--- src/sv/tsb_pkg.sv ---
// tsb_pkg: shared types and constants for the texture slot batcher
// no dependencies; imported by tsb_cell, tsb_ctrl and texture_slot_batcher_core
`timescale 1ns / 1ps

package tsb_pkg;

    localparam int TEX_W      = 32;
    localparam int SLOT_IDX_W = 6;   // covers up to 64 slots
    localparam int USED_W     = 7;   // slot count, 0 .. 64
    localparam int LIMIT_W    = 6;
    localparam int CALL_W     = 16;
    localparam int TOTAL_W    = 24;
    localparam int OUT_SLOT_W = 5;

    localparam logic [CALL_W-1:0]  CALL_MAX  = 16'hFFFF;
    localparam logic [TOTAL_W-1:0] INDEX_MAX = 24'hFFFFFF;
    localparam logic [LIMIT_W-1:0] LIMIT_RST = 6'd32;

    localparam logic ACT_QUAD    = 1'b0;
    localparam logic ACT_REBUILD = 1'b1;

    // request travelling down the slot chain
    typedef struct packed {
        logic                  active;
        logic [TEX_W-1:0]      tex;
        logic                  found;
        logic [SLOT_IDX_W-1:0] slot;
    } tsb_search_t;

    // slot write from the controller to the chain
    typedef struct packed {
        logic                  en;
        logic [SLOT_IDX_W-1:0] slot;
        logic [TEX_W-1:0]      tex;
    } tsb_wr_t;

    typedef enum logic [1:0] {
        ST_IDLE,
        ST_SEARCH,
        ST_FINISH
    } tsb_state_t;

endpackage

--- src/sv/tsb_cell.sv ---
// tsb_cell: one texture slot of the search chain, with its compare stage
// depends on tsb_pkg
`timescale 1ns / 1ps

module tsb_cell
    import tsb_pkg::*;
#(
    parameter int SLOT_ID = 0
)
(
    input  logic        clk,
    input  logic        rst_n,
    input  tsb_search_t search_in,
    input  logic [USED_W-1:0] used,
    input  tsb_wr_t     wr,
    output tsb_search_t search_out
);

    localparam logic [USED_W-1:0]     ID_CNT = USED_W'(SLOT_ID);
    localparam logic [SLOT_IDX_W-1:0] ID_IDX = SLOT_IDX_W'(SLOT_ID);

    logic [TEX_W-1:0] tex_reg;
    logic             active_reg;
    logic [TEX_W-1:0] fwd_tex_reg;
    logic             found_reg;
    logic [SLOT_IDX_W-1:0] slot_reg;
    logic             hit;

    // only filled slots take part in the compare
    assign hit = (ID_CNT < used) && (tex_reg == search_in.tex);

    always_ff @(posedge clk)
    begin
        if (wr.en && (wr.slot == ID_IDX))
        begin
            tex_reg <= wr.tex;
        end
    end

    always_ff @(posedge clk or negedge rst_n)
    begin
        if (!rst_n)
        begin
            active_reg <= 1'b0;
        end
        else
        begin
            active_reg <= search_in.active;
        end
    end

    // earlier slots win, so a found request passes through untouched
    always_ff @(posedge clk)
    begin
        fwd_tex_reg <= search_in.tex;
        found_reg   <= search_in.found | hit;
        slot_reg    <= search_in.found ? search_in.slot : ID_IDX;
    end

    assign search_out = '{active: active_reg, tex: fwd_tex_reg,
                          found: found_reg, slot: slot_reg};

endmodule

--- src/sv/tsb_ctrl.sv ---
// tsb_ctrl: request handshake, slot and draw call bookkeeping, result register
// depends on tsb_pkg; drives the head of the tsb_cell chain and reads its tail
`timescale 1ns / 1ps

module tsb_ctrl
    import tsb_pkg::*;
#(
    parameter int MAX_SLOTS        = 32,
    parameter int INDICES_PER_QUAD = 6
)
(
    input  logic                  clk,
    input  logic                  rst_n,
    input  logic                  in_valid,
    output logic                  in_stall,
    input  logic                  action,
    input  logic [TEX_W-1:0]      texture_id,
    output logic                  out_valid,
    input  logic                  out_stall,
    output logic [OUT_SLOT_W-1:0] slot_index,
    output logic [CALL_W-1:0]     draw_call_number,
    output logic                  started_new_call,
    output logic                  added_texture,
    output logic [TOTAL_W-1:0]    call_index_count,
    input  logic                  cfg_valid,
    output logic                  cfg_ready,
    input  logic [LIMIT_W-1:0]    cfg_data,
    output tsb_search_t           chain_head,
    input  tsb_search_t           chain_tail,
    output logic [USED_W-1:0]     used,
    output tsb_wr_t               wr
);

    localparam logic [USED_W-1:0]  SLOTS_MAX = USED_W'(MAX_SLOTS);
    localparam logic [TOTAL_W-1:0] IPQ       = TOTAL_W'(INDICES_PER_QUAD);
    localparam logic [TOTAL_W-1:0] TOTAL_TOP = INDEX_MAX - IPQ;

    tsb_state_t state_reg, state_next;

    logic [LIMIT_W-1:0]  limit_reg;
    logic [USED_W-1:0]   used_reg, used_next;
    logic [CALL_W-1:0]   call_reg, call_next;
    logic [TOTAL_W-1:0]  total_reg, total_next;
    logic                launch_active_reg;
    logic [TEX_W-1:0]    launch_tex_reg;
    tsb_search_t         hold_reg;
    logic                out_valid_reg, out_valid_next;
    logic [OUT_SLOT_W-1:0] out_slot_reg;
    logic [CALL_W-1:0]   out_call_reg;
    logic                out_new_reg;
    logic                out_added_reg;
    logic [TOTAL_W-1:0]  out_total_reg;

    logic                accept;
    logic                commit;
    logic                new_call;
    logic [USED_W-1:0]   lim_eff;
    logic [SLOT_IDX_W-1:0] slot_sel;
    logic [USED_W-1:0]   slot_wide;
    logic [TOTAL_W-1:0]  total_base;

    assign in_stall  = (state_reg != ST_IDLE);
    assign accept    = in_valid && !in_stall;
    assign cfg_ready = 1'b1;
    assign commit    = (state_reg == ST_FINISH) && (!out_valid_reg || !out_stall);

    // a zero limit acts as one, anything beyond the slot count as the slot count
    always_comb
    begin
        if (limit_reg == '0)
        begin
            lim_eff = USED_W'(1);
        end
        else if (USED_W'(limit_reg) > SLOTS_MAX)
        begin
            lim_eff = SLOTS_MAX;
        end
        else
        begin
            lim_eff = USED_W'(limit_reg);
        end
    end

    always_comb
    begin
        new_call   = !hold_reg.found && (used_reg >= lim_eff);
        if (hold_reg.found)
        begin
            slot_sel = hold_reg.slot;
        end
        else if (new_call)
        begin
            slot_sel = '0;
        end
        else
        begin
            slot_sel = used_reg[SLOT_IDX_W-1:0];
        end
        slot_wide  = USED_W'(slot_sel);
        total_base = new_call ? '0 : total_reg;
    end

    always_comb
    begin
        state_next     = state_reg;
        used_next      = used_reg;
        call_next      = call_reg;
        total_next     = total_reg;
        out_valid_next = out_valid_reg && out_stall;
        case (state_reg)
            ST_IDLE:
            begin
                if (accept)
                begin
                    if (action == ACT_REBUILD)
                    begin
                        used_next = '0;
                    end
                    else
                    begin
                        state_next = ST_SEARCH;
                    end
                end
            end
            ST_SEARCH:
            begin
                if (chain_tail.active)
                begin
                    state_next = ST_FINISH;
                end
            end
            ST_FINISH:
            begin
                if (commit)
                begin
                    state_next     = ST_IDLE;
                    out_valid_next = 1'b1;
                    if (!hold_reg.found)
                    begin
                        used_next = slot_wide + USED_W'(1);
                    end
                    if (new_call && (call_reg != CALL_MAX))
                    begin
                        call_next = call_reg + CALL_W'(1);
                    end
                    total_next = (total_base > TOTAL_TOP) ? INDEX_MAX : total_base + IPQ;
                end
            end
            default:
            begin
                state_next = ST_IDLE;
            end
        endcase
    end

    always_ff @(posedge clk or negedge rst_n)
    begin
        if (!rst_n)
        begin
            state_reg         <= ST_IDLE;
            limit_reg         <= LIMIT_RST;
            used_reg          <= '0;
            call_reg          <= '0;
            total_reg         <= '0;
            out_valid_reg     <= 1'b0;
            launch_active_reg <= 1'b0;
        end
        else
        begin
            state_reg         <= state_next;
            used_reg          <= used_next;
            call_reg          <= call_next;
            total_reg         <= total_next;
            out_valid_reg     <= out_valid_next;
            launch_active_reg <= accept && (action == ACT_QUAD);
            if (cfg_valid && cfg_ready)
            begin
                limit_reg <= cfg_data;
            end
        end
    end

    always_ff @(posedge clk)
    begin
        if (accept)
        begin
            launch_tex_reg <= texture_id;
        end
        if ((state_reg == ST_SEARCH) && chain_tail.active)
        begin
            hold_reg <= chain_tail;
        end
        if (commit)
        begin
            out_slot_reg  <= OUT_SLOT_W'(slot_wide);
            out_call_reg  <= call_next;
            out_new_reg   <= new_call;
            out_added_reg <= !hold_reg.found;
            out_total_reg <= total_next;
        end
    end

    assign chain_head = '{active: launch_active_reg, tex: launch_tex_reg,
                          found: 1'b0, slot: '0};
    assign used = used_reg;
    assign wr   = '{en: commit && !hold_reg.found, slot: slot_sel, tex: hold_reg.tex};

    assign out_valid        = out_valid_reg;
    assign slot_index       = out_slot_reg;
    assign draw_call_number = out_call_reg;
    assign started_new_call = out_new_reg;
    assign added_texture    = out_added_reg;
    assign call_index_count = out_total_reg;

    a_used_bounded: assert property (@(posedge clk) disable iff (!rst_n)
        used_reg <= SLOTS_MAX)
        else $error("slot count beyond slot storage");

    a_tail_in_search: assert property (@(posedge clk) disable iff (!rst_n)
        chain_tail.active |-> (state_reg == ST_SEARCH))
        else $error("chain delivered a request outside the search phase");

    a_hit_below_used: assert property (@(posedge clk) disable iff (!rst_n)
        ((state_reg == ST_FINISH) && hold_reg.found) |-> (USED_W'(hold_reg.slot) < used_reg))
        else $error("match reported in an empty slot");

    a_new_call_restarts: assert property (@(posedge clk) disable iff (!rst_n)
        (commit && new_call) |=> (used_reg == USED_W'(1)))
        else $error("new draw call did not restart the slot count");

endmodule

--- src/sv/texture_slot_batcher_core.sv ---
// texture_slot_batcher_core: top level, a chain of slot cells under one controller
// depends on tsb_pkg, tsb_cell, tsb_ctrl
//
//  channel | handshake            | payload
//  --------+----------------------+----------------------------------------------
//  in      | in_valid / in_stall  | action, texture_id
//  out     | out_valid / out_stall| slot_index, draw_call_number, started_new_call,
//          |                      | added_texture, call_index_count
//  cfg     | cfg_valid / cfg_ready| cfg_data (slot_limit)
//
//  a quad request is registered at the chain head, walks the slot chain one cell
//  a cycle, is captured from the tail into a hold register, and then updates state
//  and loads the result register once out_stall allows. a rebuild gives no result.
//  in_stall is high while a quad is in flight; a finished result waiting on
//  out_stall does not block the next request. reset empties all slots and counters
//  and sets slot_limit to 32; slot contents themselves are not cleared.
`timescale 1ns / 1ps

module texture_slot_batcher_core
    import tsb_pkg::*;
#(
    parameter int MAX_SLOTS        = 32,
    parameter int INDICES_PER_QUAD = 6
)
(
    input  logic                  clk,
    input  logic                  rst_n,
    input  logic                  in_valid,
    output logic                  in_stall,
    input  logic                  action,
    input  logic [TEX_W-1:0]      texture_id,
    output logic                  out_valid,
    input  logic                  out_stall,
    output logic [OUT_SLOT_W-1:0] slot_index,
    output logic [CALL_W-1:0]     draw_call_number,
    output logic                  started_new_call,
    output logic                  added_texture,
    output logic [TOTAL_W-1:0]    call_index_count,
    input  logic                  cfg_valid,
    output logic                  cfg_ready,
    input  logic [LIMIT_W-1:0]    cfg_data
);

    tsb_search_t       link [MAX_SLOTS+1];
    logic [USED_W-1:0] used;
    tsb_wr_t           wr;

    tsb_ctrl #(
        .MAX_SLOTS        (MAX_SLOTS),
        .INDICES_PER_QUAD (INDICES_PER_QUAD)
    ) u_ctrl (
        .clk              (clk),
        .rst_n            (rst_n),
        .in_valid         (in_valid),
        .in_stall         (in_stall),
        .action           (action),
        .texture_id       (texture_id),
        .out_valid        (out_valid),
        .out_stall        (out_stall),
        .slot_index       (slot_index),
        .draw_call_number (draw_call_number),
        .started_new_call (started_new_call),
        .added_texture    (added_texture),
        .call_index_count (call_index_count),
        .cfg_valid        (cfg_valid),
        .cfg_ready        (cfg_ready),
        .cfg_data         (cfg_data),
        .chain_head       (link[0]),
        .chain_tail       (link[MAX_SLOTS]),
        .used             (used),
        .wr               (wr)
    );

    // slot 0 sits at the head so the first match in slot order wins
    for (genvar i = 0; i < MAX_SLOTS; i++)
    begin : g_cell
        tsb_cell #(
            .SLOT_ID (i)
        ) u_cell (
            .clk        (clk),
            .rst_n      (rst_n),
            .search_in  (link[i]),
            .used       (used),
            .wr         (wr),
            .search_out (link[i+1])
        );
    end

endmodule
--- config.mk ---
export PLATFORM = sky130hd
export DESIGN_NAME = texture_slot_batcher_core
export DESIGN_NICKNAME = d
export VERILOG_FILES = /design/src/sv/tsb_pkg.sv /design/src/sv/tsb_cell.sv /design/src/sv/tsb_ctrl.sv /design/src/sv/texture_slot_batcher_core.sv
export SDC_FILE = /design/constraint.sdc
export NUM_CORES = 2
export LEC_CHECK = 0
export BUFFER_PORTS_ARGS = -buffer_cell sky130_fd_sc_hd__buf_2
export CAP_MARGIN = 20
export CORE_ASPECT_RATIO = 0.9
export CORE_UTILIZATION = 57
export CTS_CLUSTER_DIAMETER = 80
export DETAILED_ROUTE_END_ITERATION = 7
export HOLD_SLACK_MARGIN = 0.05
export PLACE_DENSITY = 0.73
export SLEW_MARGIN = 20
export SYNTH_ARGS = -nofsm -noshare
export SYNTH_HDL_FRONTEND = slang
export SYNTH_SLANG_ARGS = --single-unit
--- constraint.sdc ---
create_clock -name clk -period 8.5 [get_ports clk]
set_clock_uncertainty 0.05 [all_clocks]
set_input_delay 1.275 -clock clk [delete_from_list [all_inputs] [get_ports clk]]
set_output_delay 1.275 -clock clk [all_outputs]
set_load 0.01 [all_outputs]
**Word-level counts from Yosys, hierarchy flattened**

Index checks and enable logic that the tools add are counted.

- Register bits: 2415
- Output and inout port bits: 50

- $add $sub $neg: 3
- $lt $le $gt $ge: 35
- Equal/unequal tests: 72
- Mux-type cells: 23
- Bitwise logic cells: 32
- Reduce and logical (&&, ||, !) cells: 84

Operators by type and width:

| kind | count |
|---|---|
| $eq 32x32->1 | 32 |
| $lt 5x7->1 const A | 16 |
| $eq 6x5->1 const B | 16 |
| $mux 24 | 4 |
| $logic_and 1x1->1 | 72 |
| $lt 4x7->1 const A | 8 |
| $eq 6x4->1 const B | 8 |
| $mux 16 | 3 |
| $or 1x1->1 | 31 |
| $lt 3x7->1 const A | 4 |
| $mux 7 | 4 |
| $add 24x3->24 const B | 1 |
| $eq 6x3->1 const B | 4 |
| $gt 24x24->1 const B | 1 |
| $mux 6 | 4 |
| $add 16x1->16 const B | 1 |
| $ne 16x16->1 const B | 1 |
| $lt 1x7->1 const A | 2 |
| $lt 2x7->1 const A | 2 |
| $pmux 7 s2 | 1 |
| $eq 6x2->1 const B | 2 |
| $logic_not 6->1 | 2 |
| $mux 2 | 4 |
| $add 6x1->7 const B | 1 |
| other kinds (16) | 25 |

**Longest topological paths before layout**

- Depth in word-level cells: 11
- Depth in mapped cells: 15
- Mapped depth without buffers: 14

**Modules after synthesis**

Synthesis repeated with hierarchy kept, for this count alone.

- Cells, all modules: 4589
- Area, all modules: 77720.8 µm²

Modules (own cells, without submodules):

| module | times used | cells each | area each (µm²) | sequential area each (µm²) |
|---|---|---|---|---|
| tsb_ctrl | 1 | 497 | 7153.1 | 4971.0 |
| tsb_cell at g_cell[16].u_cell ... | 3 | 128 | 2205.9 | 1766.7 |
| tsb_cell at g_cell[25].u_cell ... | 3 | 128 | 2203.4 | 1766.7 |
| tsb_cell at g_cell[14].u_cell ... | 2 | 128 | 2210.9 | 1766.7 |
| tsb_cell at g_cell[0].u_cell ... | 2 | 127 | 2209.6 | 1766.7 |
| tsb_cell at g_cell[18].u_cell ... | 2 | 128 | 2209.6 | 1766.7 |
| tsb_cell at g_cell[22].u_cell ... | 2 | 127 | 2205.9 | 1766.7 |
| tsb_cell at g_cell[13].u_cell ... | 2 | 129 | 2204.6 | 1766.7 |
| tsb_cell at g_cell[5].u_cell ... | 2 | 128 | 2204.6 | 1766.7 |
| tsb_cell at g_cell[11].u_cell ... | 2 | 128 | 2202.1 | 1766.7 |
| tsb_cell at g_cell[12].u_cell | 1 | 128 | 2217.1 | 1766.7 |
| tsb_cell at g_cell[10].u_cell | 1 | 127 | 2213.4 | 1766.7 |
| tsb_cell at g_cell[26].u_cell | 1 | 127 | 2210.9 | 1766.7 |
| tsb_cell at g_cell[3].u_cell | 1 | 129 | 2207.1 | 1766.7 |
| 8 more rows | - | - | - | - |

**Least setup slack after synthesis**

OpenSTA, ideal clock, no wires.

- Path type: register to register
- Start point: reg u_ctrl.limit_reg[5]
- End point: reg g_cell[31].u_cell.tex_reg[0], enable pin
- Arrival time: 5596 ps
- Required time: 7949 ps
- Path slack: 2353 ps
- Cell stages (with the launch flop): 11
- Clock period less this slack: 6147 ps
- Path through: dfstp_2 > inv_1 > ha_1 > a211oi_1 > nand2_1 > a21oi_1 > nand2_1 > o21ai_0 > ha_1 > nand3_1 > nor4_1

RTL lines:

| item | RTL line | source |
|---|---|---|
| start, declared | tsb_ctrl.sv:40 | `logic [LIMIT_W-1:0] limit_reg;` |
| start signal, assigned | tsb_ctrl.sv:178 | `limit_reg <= cfg_data;` |
| end signal, assigned | tsb_cell.sv:36 | `tex_reg <= wr.tex;` |
| end, declared | tsb_cell.sv:22 | `logic [TEX_W-1:0] tex_reg;` |

==> metrics <==
H-tree levels=4; mux cell area share after synthesis=0.146%; CP max FO=32; RSZ-0062 raised after global routing=no; largest family of logic cells by synthesized area=XOR/XNOR gates; Root Driver=clkbuf_16; TritonRoute pass-1 iters=7; #FFs+latches synth=2415; crit path DAT=4.90 ns; P per Cell Area=between 200 and 300 mW/mm^2; type of the tightest min-delay check=flop to flop; Max IR drop VDD=251 uV; final setup vio count=0; Core ar.=roughly 0.13 mm^2; GPL Wtd Cong=0.876; Placed Cells=6184; die area=0.133 mm^2; drt drc=16; NumNets Final=4742; worst skew pair latency=about 0.86 ns; post-cts sizing count=0; first-pass GRT wire length=between 200000 and 250000 um; area of the multi-input gates=0.0144 mm^2; antenna violations before repair=19; clk slew on worst S/H paths=0.07 ns; fill count=roughly 8700; final hold vios=0; worst-margin pin slew=1.08 ns; total global routing overflow=0; Seq/Total Area, Yosys=80.6%; Top FF cell, synth=dfxtp_1; fin cells=6594; crit path launch type=flop; final WL=around 180000 um; Tcrit/Tclk final=a little over half; Initial Utilization=57.7%; Port Buffers=just over 90; WS Path Type=flop to flop; register area=0.0602 mm^2; Die Wd=384 um; Die Y=345 um; Clock Sinks=2415; syn_nets=4382; outcome=finished with violations; leakage=30.2 nW; Slowest-stage cell, CP=dfstp_2; XOR/XNOR share of the synthesized area=12.2%; initial DRC count=~4600; simple-gate share of the synthesized area=5.31%; CP cell instances=inv_1, ha_1, a211oi_1, nand2_1, a21oi_1, nand2_1, o21ai_0, ha_1, nand3_1, nor4_2, buf_4; worst slack at placement=~4.1 ns; Final min period=4.47 ns; fin util=roughly 66%; per-cell routed wire length=26.8 um; Clock Tree Buf Depth=3; clock tree from TritonCTS=yes; Mean Syn Cell Area=17.3 um^2; post-route worst setup slack=4.03 ns; Req. time, crit path=8.93 ns; pins over their slew limit=0; GR Util All Layers=26.7%; # rows=roughly 130; vias in the first global route=35700; Final ANT Viol Nets=0; post-synthesis adder-cell area fraction=0.201%; Avg Vias per Cell=between 5 and 6; Synth async-reset ratio=under 10%; Setup TNS=0 ns; CTS Buf Count=214; max cap viols=0; share of layout cells above drive strength 1=11.1%; post-DP HPWL=112000 um; failing checks=design-rule violations; Area Overhead vs Synth=13.5%; DR vias=between 30000 and 40000; CP Capture Type=flop; I/O pin total=94; Post-Syn Instances=4326; pin count of the biggest net entering global routing=60; Synth Warn #=0; Synth Area in Compound Gates=1.34%; Post-synth EDFFs=1141; crit-path max cell delay=0.53 ns; post-CTS setup buffer count=0; Slew headroom=27.5%; count of cell types in the netlist=74; hold buffers post-CTS=0; fmax=approximately 220 MHz; Netlist Area Pre-Place=0.0747 mm^2
-- power by group --
group / leakage [nW] / internal [mW] / switching, mW
logic: 5.49 / 0.273 / 0.402
clock network: 3.44 / 5.26 / 4.18
registers: 21.3 / 12.6 / 0.445
total: 30.2 / 18.1 / 5.02
-- cell families after synthesis --
family,count (synthesis)
DFF,2415
xor gates and xnor gates,1040
and+or+nand+nor,675
AOI/OAI and AO/OA,133
buffers and inverters,40
adders and majority gates,12
muxes,10
other,1
-- per-stage QoR --
stage / hold WS (ns) / total power, mW / area, um^2
finish: 0.283 / 23.2 / 84800
global route: 0.284 / 23.8 / 84800
global placement: 0.283 / 13.9 / 77800
detailed placement: 0.285 / 13.9 / 77900
floorplan: 0.281 / 13.5 / 74700
CTS: 0.280 / 23.2 / 84800
-- placed cells by master, fill, tap and decap left out, drive strengths merged, types with 69 or more instances in the layout --
| cell | count |
|---|---|
| xnor2 | 521 |
| nand2b | 78 |
| nor4 | 145 |
| xor2 | 519 |
| dfrtp | 88 |
| edfxtp | 1141 |
| clkinv | 69 |
| buf | 167 |
| clkbuf | 316 |
| nand4 | 150 |
| dfxtp | 1185 |
-- synthesized netlist by cell type (all sizes together), types with 10 or more instances --
library cell | count | area (um^2)
dfxtp | 1185 | 23700
o21ai | 16 | 83.8
xor2 | 519 | 4550
inv | 17 | 63.8
nand2b | 78 | 488
ha | 12 | 150
nor2 | 54 | 210
nor3 | 67 | 350
and3 | 17 | 106
a31oi | 10 | 62.6
nor4 | 145 | 928
clkbuf | 11 | 41.3
dfrtp | 88 | 2200
a211oi | 11 | 87.6
a41o | 28 | 280
buf | 12 | 63.8
and2 | 58 | 363
a21oi | 30 | 158
nand2 | 48 | 180
edfxtp | 1141 | 34300
xnor2 | 521 | 4560
nand4 | 150 | 938
nand3 | 26 | 148
-- worst paths after layout --
check | start | endpoint | slack (ns) | depth (start not counted)
setup / recovery | u_ctrl.limit_reg[5]$_DFFE_PN1P_ | g_cell[31].u_cell.tex_reg[1]$_DFFE_PP_ | 4.03 | 11
hold / removal | g_cell[13].u_cell.fwd_tex_reg[19]$_DFF_P_ | g_cell[14].u_cell.fwd_tex_reg[19]$_DFF_P_ | 0.28 | 0
setup reg to reg | u_ctrl.limit_reg[5]$_DFFE_PN1P_ | g_cell[31].u_cell.tex_reg[1]$_DFFE_PP_ | 4.03 | 11
hold reg to reg | g_cell[13].u_cell.fwd_tex_reg[19]$_DFF_P_ | g_cell[14].u_cell.fwd_tex_reg[19]$_DFF_P_ | 0.28 | 0
max in group asynchronous | rst_n | u_ctrl.limit_reg[3]$_DFFE_PN0P_ | 6.90 | 2
min in group asynchronous | rst_n | u_ctrl.call_reg[11]$_DFF_PN0_ | 0.40 | 1
-- critical path, delay by kind of cell, from the launching register on --
kind                     cells  cell delay, ns
AO/OA/AOI/OAI                3            1.09
adder cells (fa/ha/maj)      2            0.83
buffers and inverters        2            0.56
flip-flops                   1            0.53
AND/OR/NAND/NOR              4            1.00
-- area by class of cell --
type | count | area share, %
Multi-Input combinational cell | 1871 | 17.0
Tap cell | 1714 | 2.53
Clock inverter | 91 | 0.920
Clock buffer | 316 | 7.31
Sequential cell | 2415 | 71.0
Inverter | 17 | 0.0752
Timing Repair Buffer | 167 | 1.21
Antenna cell | 3 | 0.00885
-- layer usage --
layer  wire, um  track usage [%]  vias up
met5          0                0        -
met4       3710             7.04        0
met3      19400             6.69      248
met2      76700             38.4     1791
met1      76900             40.5    18300
li1           -                -    16100
No activity file was read; power rests on OpenSTA's default activity.
